[config.mk]
export PLATFORM = sky130hd
export DESIGN_NAME = usb_descriptor_bulk_endpoint_finder_unit
export DESIGN_NICKNAME = d
export VERILOG_FILES = /design/src/design/usbbf_pkg.sv /design/src/design/usb_descriptor_bulk_endpoint_finder_unit.sv /design/src/design/usbbf_parse.sv
export SDC_FILE = /design/constraint.sdc
export NUM_CORES = 1
export LEC_CHECK = 0
export ABC_AREA = 0
export BUFFER_PORTS_ARGS = -buffer_cell sky130_fd_sc_hd__buf_2
export CAP_MARGIN = 15
export CORE_UTILIZATION = 31
export DETAILED_ROUTE_END_ITERATION = 8
export HOLD_SLACK_MARGIN = 0.08
export SYNTH_ARGS = -nofsm -noshare
export SYNTH_HDL_FRONTEND = slang
export SYNTH_SLANG_ARGS = --single-unit
[constraint.sdc]
create_clock -name clk_i -period 8.9 [get_ports clk_i]
set_input_delay 2.225 -clock clk_i [delete_from_list [all_inputs] [get_ports clk_i]]
set_output_delay 2.225 -clock clk_i [all_outputs]
set_load 0.02 [all_outputs]
[src/design/usbbf_pkg.sv]
// ----------------------------------------------------------------------------
// usbbf_pkg
// shared types and constants for the bulk endpoint finder
// ----------------------------------------------------------------------------
package usbbf_pkg;

  // configuration register indexes
  localparam int unsigned CfgIdxW = 1;
  localparam logic [CfgIdxW-1:0] CFG_MATCH_CLASS    = 1'd0;
  localparam logic [CfgIdxW-1:0] CFG_MATCH_SUBCLASS = 1'd1;

  localparam logic [7:0] MATCH_CLASS_RST    = 8'd254;
  localparam logic [7:0] MATCH_SUBCLASS_RST = 8'd3;

  // descriptor codes
  localparam logic [7:0] TYPE_INTERFACE = 8'd4;
  localparam logic [7:0] TYPE_ENDPOINT  = 8'd5;
  localparam logic [1:0] XFER_BULK      = 2'd2;
  localparam logic [7:0] IFACE_MIN_LEN  = 8'd9;
  localparam logic [7:0] EP_MIN_LEN     = 8'd7;

  // one result beat
  typedef struct packed {
    logic        found;
    logic [7:0]  iface_number;
    logic [7:0]  in_endpoint;
    logic [15:0] in_packet_size;
    logic [7:0]  out_endpoint;
    logic [15:0] out_packet_size;
  } result_t;

endpackage

[src/design/usb_descriptor_bulk_endpoint_finder_unit.sv]
// ----------------------------------------------------------------------------
// usb_descriptor_bulk_endpoint_finder_unit
// walks a configuration descriptor byte stream and reports bulk endpoints
// ----------------------------------------------------------------------------
//
//  channel  | dir | handshake              | payload
//  ---------+-----+------------------------+----------------------------------
//  in       | in  | in_valid_i/in_ready_o  | desc_byte_i, is_last_i
//  out      | out | out_valid_o/out_ready_i| found_o, iface_number_o,
//           |     |                        | in_/out_endpoint_o, *_packet_size_o
//  cfg      | in  | cfg_valid_i/cfg_ready_o| cfg_index_i, cfg_data_i
//
//  one byte beat per cycle unless a held result stalls; the last byte moves
//  from the input register through the parser into the result register
//  the only stall source is a held result: a last byte waits in the input
//  register until the result register is free, and no new byte is taken
//  while it waits; bytes that are not last pass through without waiting
//  reset clears the walk state and loads the default class/subclass match
//  config writes are always taken; they must only occur while the block is idle (the block does not enforce it)
//
module usb_descriptor_bulk_endpoint_finder_unit import usbbf_pkg::*; (
  input  logic               clk_i,
  input  logic               rst_ni,
  // byte stream
  input  logic               in_valid_i,
  output logic               in_ready_o,
  input  logic [7:0]         desc_byte_i,
  input  logic               is_last_i,
  // result
  output logic               out_valid_o,
  input  logic               out_ready_i,
  output logic               found_o,
  output logic [7:0]         iface_number_o,
  output logic [7:0]         in_endpoint_o,
  output logic [15:0]        in_packet_size_o,
  output logic [7:0]         out_endpoint_o,
  output logic [15:0]        out_packet_size_o,
  // configuration
  input  logic               cfg_valid_i,
  output logic               cfg_ready_o,
  input  logic [CfgIdxW-1:0] cfg_index_i,
  input  logic [7:0]         cfg_data_i
);

  // match registers
  logic [7:0] match_class_q;
  logic [7:0] match_subclass_q;

  assign cfg_ready_o = 1'b1;

  always_ff @(posedge clk_i or negedge rst_ni) begin
    if (!rst_ni) begin
      match_class_q    <= MATCH_CLASS_RST;
      match_subclass_q <= MATCH_SUBCLASS_RST;
    end else if (cfg_valid_i) begin
      case (cfg_index_i)
        CFG_MATCH_CLASS:    match_class_q    <= cfg_data_i;
        CFG_MATCH_SUBCLASS: match_subclass_q <= cfg_data_i;
        default: ;
      endcase
    end
  end

  // input register
  logic       s1_valid_q;
  logic [7:0] s1_byte_q;
  logic       s1_last_q;
  logic       fire;
  logic       out_valid_q;
  result_t    res;
  result_t    res_q;

  // a byte proceeds unless it produces a result and the result slot is busy
  assign fire       = s1_valid_q && (!s1_last_q || !out_valid_q || out_ready_i);
  assign in_ready_o = !s1_valid_q || fire;

  always_ff @(posedge clk_i or negedge rst_ni) begin
    if (!rst_ni) begin
      s1_valid_q <= 1'b0;
    end else if (in_ready_o) begin
      s1_valid_q <= in_valid_i;
    end
  end

  always_ff @(posedge clk_i) begin
    if (in_ready_o && in_valid_i) begin
      s1_byte_q <= desc_byte_i;
      s1_last_q <= is_last_i;
    end
  end

  usbbf_parse u_parse (
    .clk_i            (clk_i),
    .rst_ni           (rst_ni),
    .step_i           (fire),
    .byte_i           (s1_byte_q),
    .last_i           (s1_last_q),
    .match_class_i    (match_class_q),
    .match_subclass_i (match_subclass_q),
    .result_o         (res)
  );

  // result register
  always_ff @(posedge clk_i or negedge rst_ni) begin
    if (!rst_ni) begin
      out_valid_q <= 1'b0;
    end else if (fire && s1_last_q) begin
      out_valid_q <= 1'b1;
    end else if (out_ready_i) begin
      out_valid_q <= 1'b0;
    end
  end

  always_ff @(posedge clk_i) begin
    if (fire && s1_last_q) begin
      res_q <= res;
    end
  end

  assign out_valid_o       = out_valid_q;
  assign found_o           = res_q.found;
  assign iface_number_o    = res_q.iface_number;
  assign in_endpoint_o     = res_q.in_endpoint;
  assign in_packet_size_o  = res_q.in_packet_size;
  assign out_endpoint_o    = res_q.out_endpoint;
  assign out_packet_size_o = res_q.out_packet_size;

`ifndef ASSERT_OFF
  // a result beat only appears after a last byte went through the parser
  a_rise_from_last : assert property (@(posedge clk_i) disable iff (!rst_ni)
    $rose(out_valid_q) |-> $past(fire && s1_last_q))
    else $error("result beat without a last byte");

  // found flag agrees with both captured endpoints
  a_found_consistent : assert property (@(posedge clk_i) disable iff (!rst_ni)
    out_valid_q |-> (found_o == ((in_endpoint_o != 8'd0) && (out_endpoint_o != 8'd0))))
    else $error("found flag inconsistent with endpoints");

  // a waiting byte is never overwritten
  a_s1_hold : assert property (@(posedge clk_i) disable iff (!rst_ni)
    (s1_valid_q && !fire) |=> (s1_valid_q && $stable(s1_byte_q) && $stable(s1_last_q)))
    else $error("input register lost a byte");

  // a held result is not replaced before it is taken
  a_res_hold : assert property (@(posedge clk_i) disable iff (!rst_ni)
    (out_valid_q && !out_ready_i) |=> (out_valid_q && $stable(res_q)))
    else $error("held result replaced");
`endif

endmodule

[src/design/usbbf_parse.sv]
// ----------------------------------------------------------------------------
// usbbf_parse
// descriptor walk state and per-byte update, result from the updated state
// ----------------------------------------------------------------------------
module usbbf_parse import usbbf_pkg::*; (
  input  logic       clk_i,
  input  logic       rst_ni,
  input  logic       step_i,
  input  logic [7:0] byte_i,
  input  logic       last_i,
  input  logic [7:0] match_class_i,
  input  logic [7:0] match_subclass_i,
  output result_t    result_o
);

  logic [15:0] offset_q, offset_d;
  logic [15:0] total_q, total_d;
  logic [15:0] start_q, start_d;
  logic [7:0]  len_q, len_d;
  logic [7:0]  type_q, type_d;
  logic [7:0]  held_q [4];
  logic [7:0]  held_d [4];
  logic        match_q, match_d;
  logic        stop_q, stop_d;
  logic [7:0]  iface_q, iface_d;
  logic [7:0]  in_ep_q, in_ep_d;
  logic [15:0] in_size_q, in_size_d;
  logic [7:0]  out_ep_q, out_ep_d;
  logic [15:0] out_size_q, out_size_d;

  logic [15:0] rel;
  logic [15:0] rel_inc;
  logic        skip;
  logic [1:0]  held_idx;

  always_comb begin
    offset_d   = offset_q;
    total_d    = total_q;
    start_d    = start_q;
    len_d      = len_q;
    type_d     = type_q;
    held_d     = held_q;
    match_d    = match_q;
    stop_d     = stop_q;
    iface_d    = iface_q;
    in_ep_d    = in_ep_q;
    in_size_d  = in_size_q;
    out_ep_d   = out_ep_q;
    out_size_d = out_size_q;

    rel      = offset_q - start_q;
    rel_inc  = rel + 16'd1;
    held_idx = rel[1:0] - 2'd2;
    skip     = stop_q || ((offset_q >= 16'd4) && (offset_q >= total_q));

    // total length is captured even when the walk has stopped
    if (offset_q == 16'd2) begin
      total_d[7:0] = byte_i;
    end else if (offset_q == 16'd3) begin
      total_d[15:8] = byte_i;
    end

    if (!skip) begin
      if (rel == 16'd0) begin
        len_d  = byte_i;
        type_d = '0;
        if (byte_i == 8'd0) begin
          stop_d = 1'b1;
        end
      end else if (rel == 16'd1) begin
        type_d = byte_i;
      end else if (rel inside {[16'd2:16'd5]}) begin
        held_d[held_idx] = byte_i;
      end

      // endpoint: address, attributes, packet size low, packet size high
      if ((rel == 16'd5) && (type_q == TYPE_ENDPOINT) && (len_q >= EP_MIN_LEN) &&
          match_q && (held_q[1][1:0] == XFER_BULK)) begin
        if (held_q[0][7]) begin
          in_ep_d   = held_q[0];
          in_size_d = {byte_i, held_q[2]};
        end else begin
          out_ep_d   = held_q[0];
          out_size_d = {byte_i, held_q[2]};
        end
      end

      // interface: class in held byte 3, subclass is the current byte
      if ((rel == 16'd6) && (type_q == TYPE_INTERFACE) && (len_q >= IFACE_MIN_LEN)) begin
        if ((held_q[3] == match_class_i) && (byte_i == match_subclass_i)) begin
          match_d = 1'b1;
          iface_d = held_q[0];
        end else begin
          match_d = 1'b0;
        end
      end

      if (!stop_d && (rel_inc == {8'd0, len_d})) begin
        start_d = offset_q + 16'd1;
      end
    end

    if (offset_q != 16'hFFFF) begin
      offset_d = offset_q + 16'd1;
    end
  end

  assign result_o.found           = (in_ep_d != 8'd0) && (out_ep_d != 8'd0);
  assign result_o.iface_number    = iface_d;
  assign result_o.in_endpoint     = in_ep_d;
  assign result_o.in_packet_size  = in_size_d;
  assign result_o.out_endpoint    = out_ep_d;
  assign result_o.out_packet_size = out_size_d;

  always_ff @(posedge clk_i or negedge rst_ni) begin
    if (!rst_ni) begin
      offset_q   <= '0;
      total_q    <= '0;
      start_q    <= '0;
      len_q      <= '0;
      type_q     <= '0;
      held_q     <= '{default: '0};
      match_q    <= 1'b0;
      stop_q     <= 1'b0;
      iface_q    <= '0;
      in_ep_q    <= '0;
      in_size_q  <= '0;
      out_ep_q   <= '0;
      out_size_q <= '0;
    end else if (step_i) begin
      if (last_i) begin
        offset_q   <= '0;
        total_q    <= '0;
        start_q    <= '0;
        len_q      <= '0;
        type_q     <= '0;
        held_q     <= '{default: '0};
        match_q    <= 1'b0;
        stop_q     <= 1'b0;
        iface_q    <= '0;
        in_ep_q    <= '0;
        in_size_q  <= '0;
        out_ep_q   <= '0;
        out_size_q <= '0;
      end else begin
        offset_q   <= offset_d;
        total_q    <= total_d;
        start_q    <= start_d;
        len_q      <= len_d;
        type_q     <= type_d;
        held_q     <= held_d;
        match_q    <= match_d;
        stop_q     <= stop_d;
        iface_q    <= iface_d;
        in_ep_q    <= in_ep_d;
        in_size_q  <= in_size_d;
        out_ep_q   <= out_ep_d;
        out_size_q <= out_size_d;
      end
    end
  end

endmodule
# [After elaboration in Yosys (flattened, before gate mapping)]
# Cells that the tools add are included.
[word_totals] regBits=238 out_inout_bits=60 wordCells=160
[op_classes] n_addsub=4 n_lt_le_gt_ge=8 n_eq_ne=16 mux=56 bitwise=2 n_reduce_logical=45
[op_table] op="$mux W16" count=14
[op_table] op="$mux W8" count=24
[op_table] op="$mux W32" count=5
[op_table] op="$add A16 B1 Y16 const B" count=2
[op_table] op="$bwmux W32" count=1
[op_table] op="$eq A16 B2 Y1 const B" count=2
[op_table] op="$eq A16 B3 Y1 const B" count=2
[op_table] op="$demux W8 S2" count=1
[op_table] op="$eq A16 B1 Y1 const B" count=1
[op_table] op="$eq A16 B8 Y1" count=1
[op_table] op="$eq A8 B3 Y1 const B" count=2
[op_table] op="$eq A8 B8 Y1" count=2
[op_table] op="$ge A16 B16 Y1" count=1
[op_table] op="$ge A16 B2 Y1 const B" count=1
[op_table] op="$ge A16 B3 Y1 const B" count=1
[op_table] op="$le A16 B3 Y1 const B" count=1
[op_table] op="$logic_not A16 Y1" count=1
[op_table] op="$ne A16 B16 Y1 const B" count=1
[op_table] op="$reduce_bool A8 Y1" count=2
[op_table] op="$sub A16 B16 Y16" count=1
[op_table] op="$logic_and A1 B1 Y1" count=15
[op_table] op="$reduce_bool A2 Y1" count=7
[op_table] op="$reduce_and A3 Y1" count=4
[op_table] op="$mux W1" count=11
[op_table] op="other kinds (15)" count=28

# [Logic depth before layout (Yosys ltp)]
[logic_depth] word_depth=13 depth_mapped=17 ltp_nobuf=14

# [Hierarchy]
# Synthesis repeated with hierarchy kept, for this count alone.
[unflattened] cells_unflattened=1174 hier_area_um2=12584.6
[modules_own_cells] module="usbbf_parse" instances=1 cells_each=1061 area_per_inst_um2=9839.4
[modules_own_cells] module="usb_descriptor_bulk_endpoint_finder_unit" instances=1 cells_each=113 area_per_inst_um2=2745.1

# [Worst setup path after synthesis]
# No wires, ideal clock.
[synth_timing] path_kind="input to output" from="input out_ready_i" to="output in_ready_o" arrival_ns=2.549 required_ns=6.675 slack_ns=4.126 cell_stages=1 path_buffers=0 path_cell_list="nand4b_1"
[synth_via] elab_chain_len=3
[synth_lines] item="start: declaration" line_no="usb_descriptor_bulk_endpoint_finder_unit.sv:31" rtl="input logic out_ready_i,"
[synth_lines] item="$logic_or A1 B1 Y1" line_no="usb_descriptor_bulk_endpoint_finder_unit.sv:74" rtl="assign fire = s1_valid_q && (!s1_last_q || !out_valid_q || out_ready_i);"
[synth_lines] item="$logic_and A1 B1 Y1" line_no="usb_descriptor_bulk_endpoint_finder_unit.sv:74"
[synth_lines] item="$logic_or A1 B1 Y1" line_no="usb_descriptor_bulk_endpoint_finder_unit.sv:75" rtl="assign in_ready_o = !s1_valid_q || fire;"
[synth_lines] item="end: declaration" line_no="usb_descriptor_bulk_endpoint_finder_unit.sv:26" rtl="output logic in_ready_o,"
# Every way passes these cells.

# [Final worst setup path]
[layout_timing] from="register u_parse.offset_q[0]" to="register u_parse.start_q[9]"
[layout_via] elab_chain_len=8 word_cells_on_any_way=21 cone_classes="add/sub: 3; order compare: 2; eq/ne: 2; mux: 7; reduce/logical: 7"
[layout_lines] item="start: declaration" line_no="usbbf_parse.sv:16" rtl="logic [15:0] offset_q, offset_d;"
[layout_lines] item="start signal: assignment" line_no="usbbf_parse.sv:146" rtl="offset_q <= offset_d;"
[layout_lines] item="parallel branches: the longest is 8 deep, another holds $sub A16 B16 Y16"
[layout_lines] item="end signal: assignment" line_no="usbbf_parse.sv:148" rtl="start_q <= start_d;"
[layout_lines] item="end: declaration" line_no="usbbf_parse.sv:18" rtl="logic [15:0] start_q, start_d;"
# Several ways; the timed one is not identified. The select of a mux whose other input is x is not followed.
# A chain may end at the register's enable or synchronous reset.

==> summary by stage <==
Setup path
The most frequent cell on the critical path is sky130_fd_sc_hd__mux2i_1. Walking the worst path, the cells encountered are inv_1, ha_1, fa_1, nor2b_1, o21ai_0, a221o_1, a31oi_1, and4_1, and4b_1, mux2i_1, xnor2_1, or4_4, nor4_4, mux2i_1. In this run the worst path has a maximum fanout of 20.

The cell with the largest stage delay on the worst path is sky130_fd_sc_hd__nor4_4. The arrival time at the worst endpoint is 6.02 ns. STA puts the critical path data required time at 9.36 ns. STA classifies the critical path startpoint as a flip-flop. The nature of the critical path endpoint is a flip-flop. The largest single stage delay on the critical path is 0.83 ns. The critical path is of the reg -> reg type.

Clock tree
The CTS H-tree depth is 1. In this run the post-CTS setup repair buffer count came out at 0. Clock tree synthesis inserted a total of 26 buffers. The count of hold buffers inserted by post-cts repair is 0. The clock reaches the later pin of the worst-skew pair after 0.56 ns. The root buffer cell chosen for the clock tree is sky130_fd_sc_hd__clkbuf_16.

The CTS sink count is 232. Counting along the longest clock path gives a buffer depth of 3. The register clock-pin slew on the reported worst setup and hold paths is 0.06 ns. TritonCTS built the clock tree. Post-CTS repair changed the size of 0 cells.

Synth
The number of instances in the synthesized netlist is 1128. The main flop type after synthesis is sky130_fd_sc_hd__dfrtp_1. The biggest area consumer among synthesized cells is sky130_fd_sc_hd__dfrtp_1. The synthesized netlist occupies a cell area of 12200 um^2. The number of nets handed over by synthesis was 1192. Yosys mapped a number of flops with a built-in enable equal to 66.

The library cell with the highest instance count after synthesis is sky130_fd_sc_hd__dfrtp_1. The proportion of synthesized chip area in sequential cells is 50.5%. The flip-flop and latch count after synthesis is 232. By area the synthesized netlist is led by sky130_fd_sc_hd__dfrtp_1 32%, sky130_fd_sc_hd__edfxtp_1 16%, sky130_fd_sc_hd__mux2_2 5.9%.

The async set-reset flop share out of synthesis is 71.6%. The number of warning messages in the yosys log is 0. The average cell area after synthesis is 10.8 um^2. The count of cell types in the netlist is 74. Counting instances in the post-synthesis netlist gives the leading cell types as 157 x sky130_fd_sc_hd__dfrtp_1, 133 x sky130_fd_sc_hd__nand2_1, 75 x sky130_fd_sc_hd__o21ai_0.

Of the post-synthesis cell area, the dominant cell type holds 32.3%.

Timing
The count of endpoints failing setup in the final report is 0. In the final timing run, aggregate negative setup slack is 0 ns. In this run the tightest slew margin relative to its limit is 34.7%. The number of failing hold endpoints at the final stage came to 0.

For this run, the top clock speed supported by timing is 0.180 GHz. The count of pins over their slew limit is 0. The actual slew at the worst max-slew pin is 0.979 ns. The minimum clock period is 5.56 ns. The least setup slack across all paths after layout is 3.34 ns.

Setup repair after global routing left no endpoint under its margin. The worst clock skew is 0.0256 ns. Of the available clock period, the critical path in the final layout requires 62.5%.

Power
In this run the power density over the cells is 239 nW/um^2. The maximum resistive drop on vdd is 175 uV. The design draws 0.00333 W.

The cell leakage power is 6.15 nW.

Detailed routing
The first TritonRoute pass finished after 6 iterations. After detailed routing, the total wire length is 30.1 mm. The post-detailed-route count of antenna-violating nets is 0. The routed layout has 8903 vias. The count of unresolved DRC violations after routing is 0. In the final routed layout, each cell accounts on average for 17.4 um.

Using the TritonRoute via totals, the vias-per-cell ratio works out to 5.15. The count of routing violations after the opening detailed-route iteration is 537.

GRT
For this run, the total global-route usage over all layers was measured as 14.9%. The global-route congestion overflow total is 0. The number of global-route vias before repair is 8919. The pin count of the biggest net entering global routing is 93. The first-pass GRT wire length is 48.9 mm.

The initial antenna violation count is 0.

Floorplan
The floorplan has 72 rows. The placeable core region is 38600 um^2. The floorplan die width is 200 um.

Pin placement for this block handled 83 I/O pins. The initial core utilization is 31.5%. The die footprint is 40000 um^2.

The die is 200 um tall.

Placement
In this run the cell area measured after placement is 13100 um^2. The final HPWL from detailed placement is 20.1 mm. Timing analysis after detailed placement gives a worst setup slack of 3.45 ns. The number of buffers inserted by port buffering is 81. At the end of routability-driven placement, the weighted congestion stood at 0.851.

Finish
The layout cell share with drive strength beyond 1 is 18.5%. The repair_antennas step left the layout with diodes totalling 0. Once layout is done, the placed cells without fillers occupy 14000 um^2. In the final design database the tool counted 1256 nets. Relative to the synthesized area, the layout overhead comes to 14.7%.

Worst hold path
The min-delay analysis places its worst path in the category reg -> reg.

Outcome
The run finished with clean final reports.

Job
The number of maximum-capacitance violations is 0.
[report_power, final]
group	total [W]	switching (W)	internal, W
clock network	0.00108	0.000438	0.000642
logic	0.00101	0.000625	0.000384
registers	0.00124	0.0000683	0.00117
[layer usage]
layer,up-vias,part of all wire (%),track usage (%)
met4,0,2.2,3.93
met5,-,0,0
met1,4424,48,20.8
li1,4213,-,-
met3,49,4.0,1.90
met2,217,46,24.4
[sequential cells by signal, indices dropped and copies added (netlist names), 8 cells and up]
| register | flops |
|---|---|
| s1_byte_q | 8 |
| match_subclass_q | 8 |
| iface_number_o | 8 |
| u_parse.iface_q | 8 |
| u_parse.in_size_q | 16 |
| u_parse.offset_q | 16 |
| u_parse.held_q | 26 |
| in_endpoint_o | 8 |
| out_packet_size_o | 16 |
| in_packet_size_o | 16 |
| u_parse.in_ep_q | 8 |
| out_endpoint_o | 8 |
| u_parse.total_q | 16 |
| u_parse.start_q | 16 |
| u_parse.type_q | 8 |
| u_parse.out_ep_q | 8 |
| u_parse.len_q | 8 |
| u_parse.out_size_q | 16 |
| match_class_q | 8 |
[worst paths after layout]
| check | startpoint | end | slack (ns) | depth (start not counted) |
|---|---|---|---|---|
| max | u_parse.offset_q[0] | u_parse.start_q[9] | 3.34 | 14 |
| min reg2reg | u_parse.iface_q[7] | u_parse.iface_q[7] | 0.47 | 2 |
| max reg2reg | u_parse.offset_q[0] | u_parse.start_q[9] | 3.34 | 14 |
| min | u_parse.iface_q[7] | u_parse.iface_q[7] | 0.47 | 2 |
| max in group asynchronous | rst_ni | u_parse.offset_q[8] | 5.57 | 2 |
| min in group asynchronous | rst_ni | u_parse.out_ep_q[2] | 1.75 | 1 |
[cell type report]
type,instances,area [um^2]
clock buffer,39,749
clock inverter,9,124
fill,3816,24700
inverter,53,199
multi-input combinational,785,5580
sequential,232,6150
tap,518,648
timing repair buffer,94,507
[cell usage in the layout, fill, tap and decap left out, drive strengths merged, types with 11 or more instances in the layout]
master,instances
buf,94
nand4,19
clkbuf,39
a21oi,35
o21ai,83
xnor2,39
or3,11
nand2,133
mux2i,65
ha,40
dfrtp,157
mux2,64
a21o,15
nor4,13
edfxtp,66
nand3,19
nor3,17
nor2b,15
a22o,50
nor2,43
inv,52
[kinds of logic after synthesis]
kind of cell / count (synthesis) / synth area share, %
compound gates: 245 / 13.7
xor+xnor: 48 / 3.46
fa+ha+maj: 41 / 4.28
buf+inv: 111 / 3.73
flops: 232 / 50.5
mux: 129 / 11.3
other cells: 1 / 0.0308
simple gates: 321 / 13.0
[metrics by stage]
stage                     cells  hold WS (ns)  utilization (%)
after floorplan            1128         0.442                -
after global placement     1681         0.455             33.8
after detailed placement   1681         0.464             33.8
after CTS                  1729         0.477             36.1
after global routing       1730         0.501             36.1
final                      1730         0.472             36.1
[critical path: cells and delay by family, from the launching register on]
family          cells  cell delay (ns)
simple gates        5             2.69
compound gates      3             0.85
fa+ha+maj           2             0.66
mux                 2             0.57
flops               1             0.41
buf+inv             1             0.13
xor+xnor            1             0.12
Note: power is estimated with default switching activity, not from simulation.
